**src/hw/rtl/command_line_editor_defines.svh**
```systemverilog
// Assertion macros for the command line editor.
// Used by the top level; no other dependencies.
`ifndef COMMAND_LINE_EDITOR_DEFINES_SVH
`define COMMAND_LINE_EDITOR_DEFINES_SVH
`ifndef ASSERT_OFF
`define CLE_ASSERT(lbl, prop) lbl: assert property (@(posedge clk) disable iff (!arst_n) prop) \
	else $error("command_line_editor check failed");
`define CLE_ASSERT_RST(lbl, prop) lbl: assert property (@(posedge clk) prop) \
	else $error("command_line_editor reset check failed");
`else
`define CLE_ASSERT(lbl, prop)
`define CLE_ASSERT_RST(lbl, prop)
`endif
`endif

```
**src/hw/rtl/cle_pkg.sv**
```systemverilog
// Shared types and constants of the command line editor.
// No dependencies.
package cle_pkg;
	localparam int LINE_BYTES = 64;
	localparam int IDX_W = $clog2(LINE_BYTES);
	localparam logic [7:0] SPACE_CODE = 8'd32;

	localparam logic [1:0] REQ_CHAR = 2'd0;
	localparam logic [1:0] REQ_PRESS = 2'd1;
	localparam logic [1:0] REQ_RELEASE = 2'd2;

	localparam logic [3:0] KEY_LEFT = 4'd2;
	localparam logic [3:0] KEY_RIGHT = 4'd3;
	localparam logic [3:0] KEY_BACK = 4'd4;
	localparam logic [3:0] KEY_DELETE = 4'd5;
	localparam logic [3:0] KEY_INSERT = 4'd6;
	localparam logic [3:0] KEY_UP = 4'd7;
	localparam logic [3:0] KEY_DOWN = 4'd8;
	localparam logic [3:0] KEY_RETURN = 4'd9;
	localparam logic [3:0] KEY_CONTROL = 4'd10;
	localparam logic [3:0] KEY_HOME = 4'd11;
	localparam logic [3:0] KEY_END = 4'd12;

	typedef enum logic [1:0] {CELL_HOLD, CELL_LEFT, CELL_RIGHT, CELL_WRITE} cell_op_t;

	typedef struct packed {
		cell_op_t   op;
		logic [7:0] wdata;
	} cell_ctl_t;

	typedef enum logic [2:0] {
		ST_IDLE, ST_EMIT, ST_WR1, ST_WR2, ST_WL1, ST_WL2, ST_STREAM
	} state_t;
endpackage

```
**src/hw/rtl/command_line_editor.sv**
```systemverilog
// Command line editor: single-line buffer held in a chain of character cells.
// Simple events pass through ST_EMIT; word moves first walk ST_WR1/ST_WR2 or ST_WL1/ST_WL2.
// Return streams one committed character per cycle while the output is not stalled.
// One request at a time: a new request is taken only once the editor is back in ST_IDLE.
// Reset: arst_n clears the buffer, cursor, length, modes and scroll at once.
`include "command_line_editor_defines.svh"
module command_line_editor (
	input  logic        clk,
	input  logic        arst_n,
	input  logic        s_tvalid,
	output logic        s_tready,
	input  logic [15:0] s_tdata,  // char_code[7:0], key_class[11:8], zero[15:12]
	input  logic [1:0]  s_tuser,  // req_type[1:0]
	output logic        m_tvalid,
	input  logic        m_tready,
	// consumed[0] cursor[6:1] length[12:7] overstrike_on[13] ctrl_held[14]
	// scroll[22:15] committed[23] line_char[31:24]
	output logic [31:0] m_tdata,
	output logic        m_tlast
);
	import cle_pkg::*;

	localparam logic [IDX_W-1:0] MAX_LEN = IDX_W'(LINE_BYTES - 1);

	state_t state_q, state_d;
	logic [IDX_W-1:0] cursor_q, length_q, cnt_q;
	logic overstrike_q, ctrl_q, consumed_q;
	logic signed [7:0] scroll_q;
	logic signed [IDX_W+1:0] p_q;
	logic [7:0] cell_q [LINE_BYTES];
	cell_ctl_t ctl [LINE_BYTES];
	logic [LINE_BYTES-1:0] sp;

	logic [1:0] req_type;
	logic [7:0] char_code;
	logic [3:0] key_class;
	logic accept, slot_free, emit;
	logic ins_op, del_op, ovr_op, shift_op;
	logic [IDX_W-1:0] del_pos;
	logic p_in, p_nonneg, sp_p;

	assign req_type = s_tuser;
	assign char_code = s_tdata[7:0];
	assign key_class = s_tdata[11:8];
	assign s_tready = (state_q == ST_IDLE);
	assign accept = s_tvalid && s_tready;
	assign slot_free = !m_tvalid || m_tready;

	genvar g;
	generate
		for (g = 0; g < LINE_BYTES; g++) begin : g_cell
			logic [7:0] left_d, right_d;
			if (g == 0) begin : g_l0
				assign left_d = '0;
			end else begin : g_ln
				assign left_d = cell_q[g-1];
			end
			if (g == LINE_BYTES - 1) begin : g_rl
				assign right_d = '0;
			end else begin : g_rn
				assign right_d = cell_q[g+1];
			end
			assign sp[g] = (cell_q[g] == SPACE_CODE);
			cle_cell u_cell (
				.clk(clk), .arst_n(arst_n), .ctl(ctl[g]),
				.left_d(left_d), .right_d(right_d), .data_q(cell_q[g])
			);
		end
	endgenerate

	// decode of buffer edits for the accepted request and of the shift for the return stream
	always_comb begin
		ins_op = 1'b0;
		ovr_op = 1'b0;
		del_op = 1'b0;
		del_pos = cursor_q;
		if (accept && req_type == REQ_CHAR && char_code >= 8'd32 && char_code <= 8'd127) begin
			if (overstrike_q) ovr_op = (cursor_q != MAX_LEN);
			else ins_op = (length_q != MAX_LEN);
		end
		if (accept && req_type == REQ_PRESS) begin
			if (key_class == KEY_BACK && cursor_q != '0) begin
				del_op = 1'b1;
				del_pos = cursor_q - 1'b1;
			end
			if (key_class == KEY_DELETE && cursor_q < length_q) del_op = 1'b1;
		end
		shift_op = (state_q == ST_STREAM) && slot_free;
		for (int i = 0; i < LINE_BYTES; i++) begin
			ctl[i].op = CELL_HOLD;
			ctl[i].wdata = char_code;
			if (shift_op) ctl[i].op = CELL_RIGHT;
			if (del_op && IDX_W'(i) >= del_pos) ctl[i].op = CELL_RIGHT;
			if ((ins_op || ovr_op) && IDX_W'(i) == cursor_q) ctl[i].op = CELL_WRITE;
			if (ins_op && IDX_W'(i) > cursor_q && IDX_W'(i) <= length_q) ctl[i].op = CELL_LEFT;
		end
	end

	// word-walk pointer tests
	assign p_in = (p_q >= 0) && (p_q < $signed({2'b00, length_q}));
	assign p_nonneg = (p_q >= 0);
	assign sp_p = sp[p_q[IDX_W-1:0]];

	always_comb begin
		state_d = state_q;
		emit = 1'b0;
		case (state_q)
			ST_IDLE: begin
				if (accept) begin
					if (req_type == REQ_PRESS && key_class == KEY_RETURN) state_d = ST_STREAM;
					else if (req_type == REQ_PRESS && ctrl_q && key_class == KEY_LEFT)
						state_d = ST_WL1;
					else if (req_type == REQ_PRESS && ctrl_q && key_class == KEY_RIGHT)
						state_d = ST_WR1;
					else state_d = ST_EMIT;
				end
			end
			ST_EMIT: begin
				if (slot_free) begin
					emit = 1'b1;
					state_d = ST_IDLE;
				end
			end
			ST_WR1: if (!(p_in && sp_p)) state_d = ST_WR2;
			ST_WR2: if (!(p_in && !sp_p)) state_d = ST_EMIT;
			ST_WL1: if (!(p_nonneg && sp_p)) state_d = ST_WL2;
			ST_WL2: if (!(p_nonneg && !sp_p)) state_d = ST_EMIT;
			ST_STREAM: if (slot_free && cnt_q <= IDX_W'(1)) state_d = ST_IDLE;
			default: state_d = ST_IDLE;
		endcase
	end

	always_ff @(posedge clk or negedge arst_n) begin
		if (!arst_n) begin
			state_q <= ST_IDLE;
		end else begin
			state_q <= state_d;
		end
	end

	always_ff @(posedge clk or negedge arst_n) begin
		if (!arst_n) begin
			cursor_q <= '0;
			length_q <= '0;
			overstrike_q <= 1'b0;
			ctrl_q <= 1'b0;
			scroll_q <= '0;
			consumed_q <= 1'b0;
			cnt_q <= '0;
			p_q <= '0;
			m_tvalid <= 1'b0;
			m_tdata <= '0;
			m_tlast <= 1'b0;
		end else begin
			if (emit || shift_op) m_tvalid <= 1'b1;
			else if (m_tready) m_tvalid <= 1'b0;
			if (accept) begin
				if (req_type == REQ_CHAR)
					consumed_q <= (char_code >= 8'd32 && char_code <= 8'd127);
				else if (req_type == REQ_PRESS || req_type == REQ_RELEASE)
					consumed_q <= (key_class >= 4'd1 && key_class <= KEY_END);
				else
					consumed_q <= 1'b0;
				if (req_type == REQ_CHAR && char_code >= 8'd32 && char_code <= 8'd127) begin
					if (ins_op || ovr_op) begin
						cursor_q <= cursor_q + 1'b1;
						if (ins_op || cursor_q == length_q) length_q <= length_q + 1'b1;
					end
				end
				if (req_type == REQ_RELEASE && key_class == KEY_CONTROL) ctrl_q <= 1'b0;
				if (req_type == REQ_PRESS) begin
					case (key_class)
						KEY_LEFT: begin
							p_q <= $signed({2'b00, cursor_q}) - 8'sd1;
							if (!ctrl_q && cursor_q != '0) cursor_q <= cursor_q - 1'b1;
						end
						KEY_RIGHT: begin
							p_q <= $signed({2'b00, cursor_q}) + 8'sd1;
							if (!ctrl_q && cursor_q < length_q) cursor_q <= cursor_q + 1'b1;
						end
						KEY_BACK: begin
							if (del_op) begin
								cursor_q <= del_pos;
								length_q <= length_q - 1'b1;
							end
						end
						KEY_DELETE: if (del_op) length_q <= length_q - 1'b1;
						KEY_INSERT: overstrike_q <= !overstrike_q;
						KEY_UP: if (ctrl_q && scroll_q != 8'sd127) scroll_q <= scroll_q + 8'sd1;
						KEY_DOWN: if (ctrl_q && scroll_q != -8'sd128) scroll_q <= scroll_q - 8'sd1;
						KEY_RETURN: begin
							cnt_q <= length_q;
							cursor_q <= '0;
							length_q <= '0;
							scroll_q <= '0;
						end
						KEY_CONTROL: ctrl_q <= 1'b1;
						KEY_HOME: cursor_q <= '0;
						KEY_END: cursor_q <= length_q;
						default: ;
					endcase
				end
			end
			case (state_q)
				ST_WR1: p_q <= p_q + 8'sd1;
				ST_WR2: begin
					p_q <= p_q + 8'sd1;
					if (!(p_in && !sp_p))
						cursor_q <= (p_q > $signed({2'b00, length_q})) ? length_q
							: p_q[IDX_W-1:0];
				end
				ST_WL1: p_q <= p_q - 8'sd1;
				ST_WL2: begin
					p_q <= p_q - 8'sd1;
					if (!(p_nonneg && !sp_p))
						cursor_q <= p_nonneg ? p_q[IDX_W-1:0] : '0;
				end
				default: ;
			endcase
			if (emit) begin
				m_tlast <= 1'b1;
				m_tdata <= {8'd0, 1'b0, scroll_q, ctrl_q, overstrike_q,
					length_q, cursor_q, consumed_q};
			end
			if (shift_op) begin
				m_tlast <= (cnt_q <= IDX_W'(1));
				m_tdata <= {cell_q[0], 1'b1, scroll_q, ctrl_q, overstrike_q,
					length_q, cursor_q, 1'b1};
				if (cnt_q != '0) cnt_q <= cnt_q - 1'b1;
			end
		end
	end

	`CLE_ASSERT(a_cursor_in_line, cursor_q <= length_q)
	`CLE_ASSERT(a_length_max, length_q <= MAX_LEN)
	`CLE_ASSERT(a_busy_no_ready, (state_q != ST_IDLE) |-> !s_tready)
	`CLE_ASSERT_RST(a_reset_empty, !arst_n |=> (length_q == '0 || !$past(arst_n)))
endmodule

```
**src/hw/rtl/cle_cell.sv**
```systemverilog
// One character slot of the line buffer chain.
// Depends on cle_pkg.
module cle_cell (
	input  logic              clk,
	input  logic              arst_n,
	input  cle_pkg::cell_ctl_t ctl,
	input  logic [7:0]        left_d,
	input  logic [7:0]        right_d,
	output logic [7:0]        data_q
);
	import cle_pkg::*;

	always_ff @(posedge clk or negedge arst_n) begin
		if (!arst_n) begin
			data_q <= '0;
		end else begin
			case (ctl.op)
				CELL_LEFT:  data_q <= left_d;
				CELL_RIGHT: data_q <= right_d;
				CELL_WRITE: data_q <= ctl.wdata;
				default:    data_q <= data_q;
			endcase
		end
	end
endmodule

```
**config.mk**
```make
export PLATFORM = sky130hd
export DESIGN_NAME = command_line_editor
export DESIGN_NICKNAME = d
export VERILOG_FILES = /design/src/hw/rtl/cle_pkg.sv /design/src/hw/rtl/command_line_editor.sv /design/src/hw/rtl/cle_cell.sv
export VERILOG_INCLUDE_DIRS = /design/src /design/src/hw/rtl
export SDC_FILE = /design/constraint.sdc
export NUM_CORES = 2
export LEC_CHECK = 0
export BUFFER_PORTS_ARGS = -buffer_cell sky130_fd_sc_hd__buf_2
export CAP_MARGIN = 40
export CORE_MARGIN = 3
export CORE_UTILIZATION = 64
export DETAILED_ROUTE_END_ITERATION = 8
export MAX_ROUTING_LAYER = met4
export PLACE_DENSITY = 0.81
export SKIP_CTS_REPAIR_TIMING = 1
export SLEW_MARGIN = 15
export SYNTH_ARGS = -nofsm -noshare
export SYNTH_HDL_FRONTEND = slang
export SYNTH_SLANG_ARGS = --single-unit
```
**constraint.sdc**
```tcl
create_clock -name clk -period 4.8 [get_ports clk]
set_input_delay 0.72 -clock clk [delete_from_list [all_inputs] [get_ports clk]]
set_output_delay 0.72 -clock clk [all_outputs]
set_load 0.05 [all_outputs]
```
After elaboration in Yosys (flattened, before gate mapping)
Index checks and enable logic that the tools add are counted.

cells by class
  $add $sub $neg = 11
  order comparisons = 202
  equality and inequality tests = 352
  muxes and demuxes = 323
  reduce and logical (&&, ||, !) cells = 375

operators with widths
  kind                                                  number
  case mux 8 bit (3 select lines)                       65
  equality test 8 x 6 -> 1 bit (second input constant)  64
  two-way mux 2 bit                                     194
  logical AND 1 bit                                     283
  equality test 2 bit (second input constant)           129
  nonzero test 3 bit                                    67
  equality test 6 bit (first input constant)            32
  >= comparator 6 bit (first input constant)            32
  > comparator 6 bit (first input constant)             32
  <= comparator 6 bit (first input constant)            32
  two-way mux 6 bit                                     23
  equality test 2 x 1 -> 1 bit (second input constant)  65
  equality test 5 x 6 -> 1 bit (first input constant)   16
  >= comparator 5 x 6 -> 1 bit (first input constant)   16
  > comparator 5 x 6 -> 1 bit (first input constant)    16
  <= comparator 5 x 6 -> 1 bit (first input constant)   16
  two-way mux 32 bit                                    2
  equality test 4 x 6 -> 1 bit (first input constant)   8
  >= comparator 4 x 6 -> 1 bit (first input constant)   8
  > comparator 4 x 6 -> 1 bit (first input constant)    8
  <= comparator 4 x 6 -> 1 bit (first input constant)   8
  two-way mux 8 bit                                     4
  case mux 8 bit (2 select lines)                       2
  case mux 6 bit (5 select lines)                       1
  56 further kinds                                      140

word-level totals
  flip-flop bits (word level) = 586
  input bits = 22
  output and inout port bits = 35
  word-level logic and storage cells = 1339

Longest topological paths before layout
  depth in word-level cells = 15
  gate-level depth with buffers = 15
  mapped depth without buffers = 12

By module
Synthesis repeated with hierarchy kept, for this count alone.

second synthesis, totals
  cell total of the unflattened synthesis = 2685
  area total of the unflattened synthesis = 35908.2 µm²

modules (own cells, without submodules)
  module               instances  cells an instance  area each (µm²)  sequential area each (µm²)
  cle_cell             64         18                 396.6            200.2
  command_line_editor  1          1533               10523.8          1851.8

Worst setup path before layout
Ideal clock, no wire load.

  path type = reg-to-reg
  start = register cursor_q[1]
  end = register g_cell[44].u_cell.data_q[0]
  arrival = 3737 ps
  data required time = 4675 ps
  slack = 938 ps
  stages on the path, launching flop included = 15
  path buffers = 4
  path through = dfrtp_1 clkbuf_1 inv_1 clkbuf_1 ha_1 or3b_1 o2111ai_2 nor3_2 xnor2_2 clkbuf_1 o21ai_0 o211ai_2 buf_2 a21oi_1 mux2_2

between the ends
  cells in the longest elaborated chain, start to end = 11
  elaborated cells on any way between the ends = 29

ends and longest elaborated chain
  item                                                                               line                        RTL
  from (decl)                                                                        command_line_editor.sv:26   logic [IDX_W-1:0] cursor_q, length_q, cnt_q;
  from (signal assigned)                                                             command_line_editor.sv:166  cursor_q <= cursor_q + 1'b1;
  from (signal assigned)                                                             command_line_editor.sv:175  if (!ctrl_q && cursor_q != '0) cursor_q <= cursor_q - 1'b1;
  from (signal assigned)                                                             command_line_editor.sv:179  if (!ctrl_q && cursor_q < length_q) cursor_q <= cursor_q + 1'b1;
  parallel branches: the longest is 8 deep, another holds subtractor 6 x 1 -> 6 bit  n/a
  two-way mux 2 bit (*)                                                              command_line_editor.sv:95   if (ins_op && IDX_W'(i) > cursor_q && IDX_W'(i) <= length_q) ctl[i].op = CELL_LEFT;
  equality test 2 bit / equality test 2 x 1 -> 1 bit (equally long branches)         cle_cell.sv:17              case (ctl.op)
  case mux 8 bit (3 select lines) / nonzero test 3 bit (equally long branches)       n/a
  to (signal assigned)                                                               cle_cell.sv:18              CELL_LEFT: data_q <= left_d;
  to (signal assigned)                                                               cle_cell.sv:19              CELL_RIGHT: data_q <= right_d;
  to (signal assigned)                                                               cle_cell.sv:20              CELL_WRITE: data_q <= ctl.wdata;
  to (decl)                                                                          cle_cell.sv:9               output logic [7:0] data_q

Mark *: on every way between the ends.
A chain may end at the register's enable or synchronous reset.

Final worst setup path
  start = register state_q[0]
  end = register g_cell[6].u_cell.data_q[7]

between the ends
  cells in the longest elaborated chain, start to end = 12
  elaborated cells on any way between the ends = 27

ends and longest elaborated chain
  item                                                                                  line                        RTL
  from (decl)                                                                           command_line_editor.sv:25   state_t state_q, state_d;
  from (signal assigned)                                                                command_line_editor.sv:137  state_q <= state_d;
  parallel branches: the longest is 9 deep, another holds >= comparator 3 x 6 -> 1 bit  n/a
  two-way mux 2 bit (*)                                                                 command_line_editor.sv:95
  equality test 2 bit / equality test 2 x 1 -> 1 bit (equally long branches)            cle_cell.sv:17
  case mux 8 bit (3 select lines) / nonzero test 3 bit (equally long branches)          n/a
  to (signal assigned)                                                                  cle_cell.sv:18
  to (signal assigned)                                                                  cle_cell.sv:19
  to (signal assigned)                                                                  cle_cell.sv:20
  to (decl)                                                                             cle_cell.sv:9

Marked as above.

==> results by group <==
Min path
  • Type of the worst min-delay path: input port to async pin

GRT
  • All-Layer GR Usage: 0.4441
  • Initial antenna violation count: 2
  • Overflow after GRT: 0
  • Largest net degree at the start of global routing: 118
  • Number of global-route vias before repair: 34.30k
  • First-pass GRT wire length: 203800 um

Floorplan
  • Num rows: 87
  • Initial core utilization: 0.6520
  • Core region area: 56930 sq um
  • Die area: 60930 sq um
  • Die Height: 246.8 um
  • IO Count: 57
  • Die X: 246.8 um

Yosys
  • Syn Std Cell Area: 37120 sq um
  • Ys async rst share: 1.000
  • Mapped Avg Cell Area: 8.913 sq um
  • #FFs+latches synth: 586
  • Mapped Cells: 4165
  • Area leader, netlist: dfrtp_1
  • Syn Nets: 4230
  • Yosys warns: 0
  • Synth Flop Type: dfrtp_1
  • Ranking of synthesized cells by area: dfrtp_1 (40%), mux2i_1 (11%), o21ai_0 (7.1%)
  • Post-synthesis sequential area ratio: 0.3950
  • Top cell type's share of synthesized area: 0.3950
  • Number of synthesized flops with an enable pin: 0
  • Synth unique cells: 106

Power and ir drop
  • Pwr/cell area: 506.0 nW/um^2
  • Leakage power total: 17.96 nW
  • Worst-case vdd ir drop: 0.4166 mV
  • Total chip power: 20.73 mW

Clock network
  • CTS max path bufs: 3
  • CTS tree: yes
  • Inserted Clock Buffers: 66
  • Clk_lat worst skew: 630 ps
  • Clock transition at path regs: 60 ps
  • H-tree levels: 3
  • Clock Root Buffer: clkbuf_16
  • CTS Sinks: 586

Final layout
  • Final net count: 4281
  • Share of layout cells above drive strength 1: 0.1467
  • Area delta synth->final: 10.37%

Timing
  • Slew headroom: 0.3489
  • Final Hold Fails: 0
  • Final max-slew violation count: 0
  • Fin crit share: 0.9206
  • Final Setup Violations: 0
  • Measured slew at the worst slew-check pin: 971.3 ps
  • RSZ-0062 raised after global routing: no
  • Setup TNS: 0 ps
  • Fmax: 226.3 MHz
  • Period minus WS final: 4419 ps
  • Max Clock Skew: 20.56 ps

Critical path
  • Largest fanout on the critical path: 16
  • CP arrival: 4960 ps
  • Worst EP required: 5340 ps
  • Critical setup path kind: flip-flop to flip-flop
  • CP startpoint kind: flip-flop
  • Worst Setup End Kind: flip-flop

Drt
  • Via Count: 35.27k
  • DRT Pass-1 Iters: 6
  • Initial DRC Count: 4814
  • Total Wirelength: 131700 um
  • Wirelength per Cell: 26.21 um
  • DR vias/cell: 7.017
  • Antenna viol nets, final: 0
  • Drt drc: 0

Place
  • GPL Wtd Cong: 1.068
  • Hpwl dp: 93760 um
  • Port-buffer cells: 52

Outcome
  • Status: complete, no violations

Run
  • Max Cap Viol: 0
cells in the final DEF (no fill, tap or decap), drive strengths merged, types with 71 or more instances in the layout:
cell type,Yosys,layout
mux2i,407,407
nand3,172,172
mux2,150,150
nor4,72,72
dfrtp,586,586
o22ai,71,71
clkbuf,171,102
nand2,609,609
o21ai,550,550
a21oi,242,242
buf,86,240
nor2,239,239
report_power, final:
group | total, mW | switching (mW) | internal, mW | leakage [nW]
Sequential | 8.33 | 1.94 | 6.39 | 7.74
Combinational | 7.27 | 4.64 | 2.62 | 9.17
Clock | 5.13 | 2.14 | 2.99 | 1.05
final cells by class:
class                      count  area (sq um)
timing repair buffer         240          1769
multi-input combinational   3255         21180
tap                          756         945.9
clock buffer                 102          1928
antenna                        4         10.01
fill                        4376         15960
inverter                      67         251.5
clock inverter                16         221.5
sequential                   586         14660
flip-flops by register name, indices dropped and copies added, names as in the netlist:
name,count
scroll_q,8
g_cell.u_cell.data_q,512
length_q,6
overstrike_q,1
m_tlast,1
m_tdata,32
cnt_q,6
state_q,3
m_tvalid,1
ctrl_q,1
cursor_q,6
p_q,8
consumed_q,1
logic make-up (layout without fill, tap and decap cells):
logic type               count (synthesis)  in the layout  share of synthesized area
XOR/XNOR                                26             26                   0.006337
buffers and inverters                  324            425                    0.03600
AO/OA/AOI/OAI                         1249           1249                     0.2097
multiplexers                           557            557                     0.1554
adder cells (fa/ha/maj)                 43             43                    0.01490
flip-flops                             586            586                     0.3950
AND/OR/NAND/NOR                       1380           1380                     0.1827
other                                    0              4                          0
worst max-delay path, cell delays in order, from the launching register on:
cell and delay [ps]:
dfrtp_1 510, or4b_1 650, nor4_4 580, o21a_1 650, nand2_2 530, nor3_4 680, a211oi_2 110, buf_4 220
nor3_1 180, a21oi_1 60, o21ai_0 150
routing by layer:
layer	track usage	wire length [um]	up-vias
met5	-	0	-
met3	0.1098	14800	586
met1	0.5739	51840	16940
met2	0.6415	56340	2204
met4	0.2464	8765	0
li1	-	-	15530
path summary, 6_finish.rpt:
| kind | slack (ps) | start | endpoint | cells past startpoint |
|---|---|---|---|---|
| worst max-delay path | 380 | state_q[0] | g_cell[6].u_cell.data_q[7] | 10 |
| worst min-delay path | 180 | arst_n | scroll_q[0] | 1 |
| worst max register to register | 380 | state_q[0] | g_cell[6].u_cell.data_q[7] | 10 |
| worst min register to register | 470 | m_tdata[1] | m_tdata[1] | 2 |
| max in group asynchronous | 3400 | arst_n | g_cell[44].u_cell.data_q[5] | 2 |
| min in group clk | 420 | m_tready | m_tvalid | 3 |
per-stage QoR:
step | hold slack [ps] | area [sq um] | utilization | instances | setup slack, ps
after global routing | 239.7 | 40970 | 0.7196 | 5024 | 269.2
final | 176.5 | 40970 | 0.7197 | 5026 | 381.3
after floorplan | 424.4 | 37120 | - | 4165 | 937.9
after detailed placement | 465.0 | 38800 | 0.6816 | 4903 | 309.5
after global placement | 458.0 | 38680 | 0.6794 | 4890 | 60.65
after CTS | 202.0 | 40950 | 0.7193 | 5021 | 607.4
synth_stat cells (7+ instances only):
master / count
o211ai_1: 17
or2_2: 15
nor2b_1: 18
nand2_2: 9
mux2_2: 150
o22ai_1: 71
ha_1: 41
and2_1: 27
nor3_2: 13
a21o_1: 33
nor2_1: 231
nand3_1: 155
nand2b_1: 11
and3_1: 13
nor4b_1: 65
a221o_1: 31
a22oi_1: 65
nand3_2: 15
buf_2: 35
mux2i_1: 406
xnor2_1: 18
buf_1: 35
nand4_1: 26
inv_1: 63
nand2_1: 599
o21ai_0: 529
nor4_1: 70
a311oi_1: 14
o21ai_1: 15
xor2_1: 7
nand3b_1: 8
o21a_1: 7
a22o_1: 25
or3_1: 15
o31ai_1: 11
nor3_1: 46
a31oi_1: 32
a221oi_1: 8
a211oi_1: 47
o211ai_2: 10
a21oi_1: 237
buf_4: 12
clkbuf_1: 170
dfrtp_1: 586
Note: power is estimated with default switching activity, not from simulation.
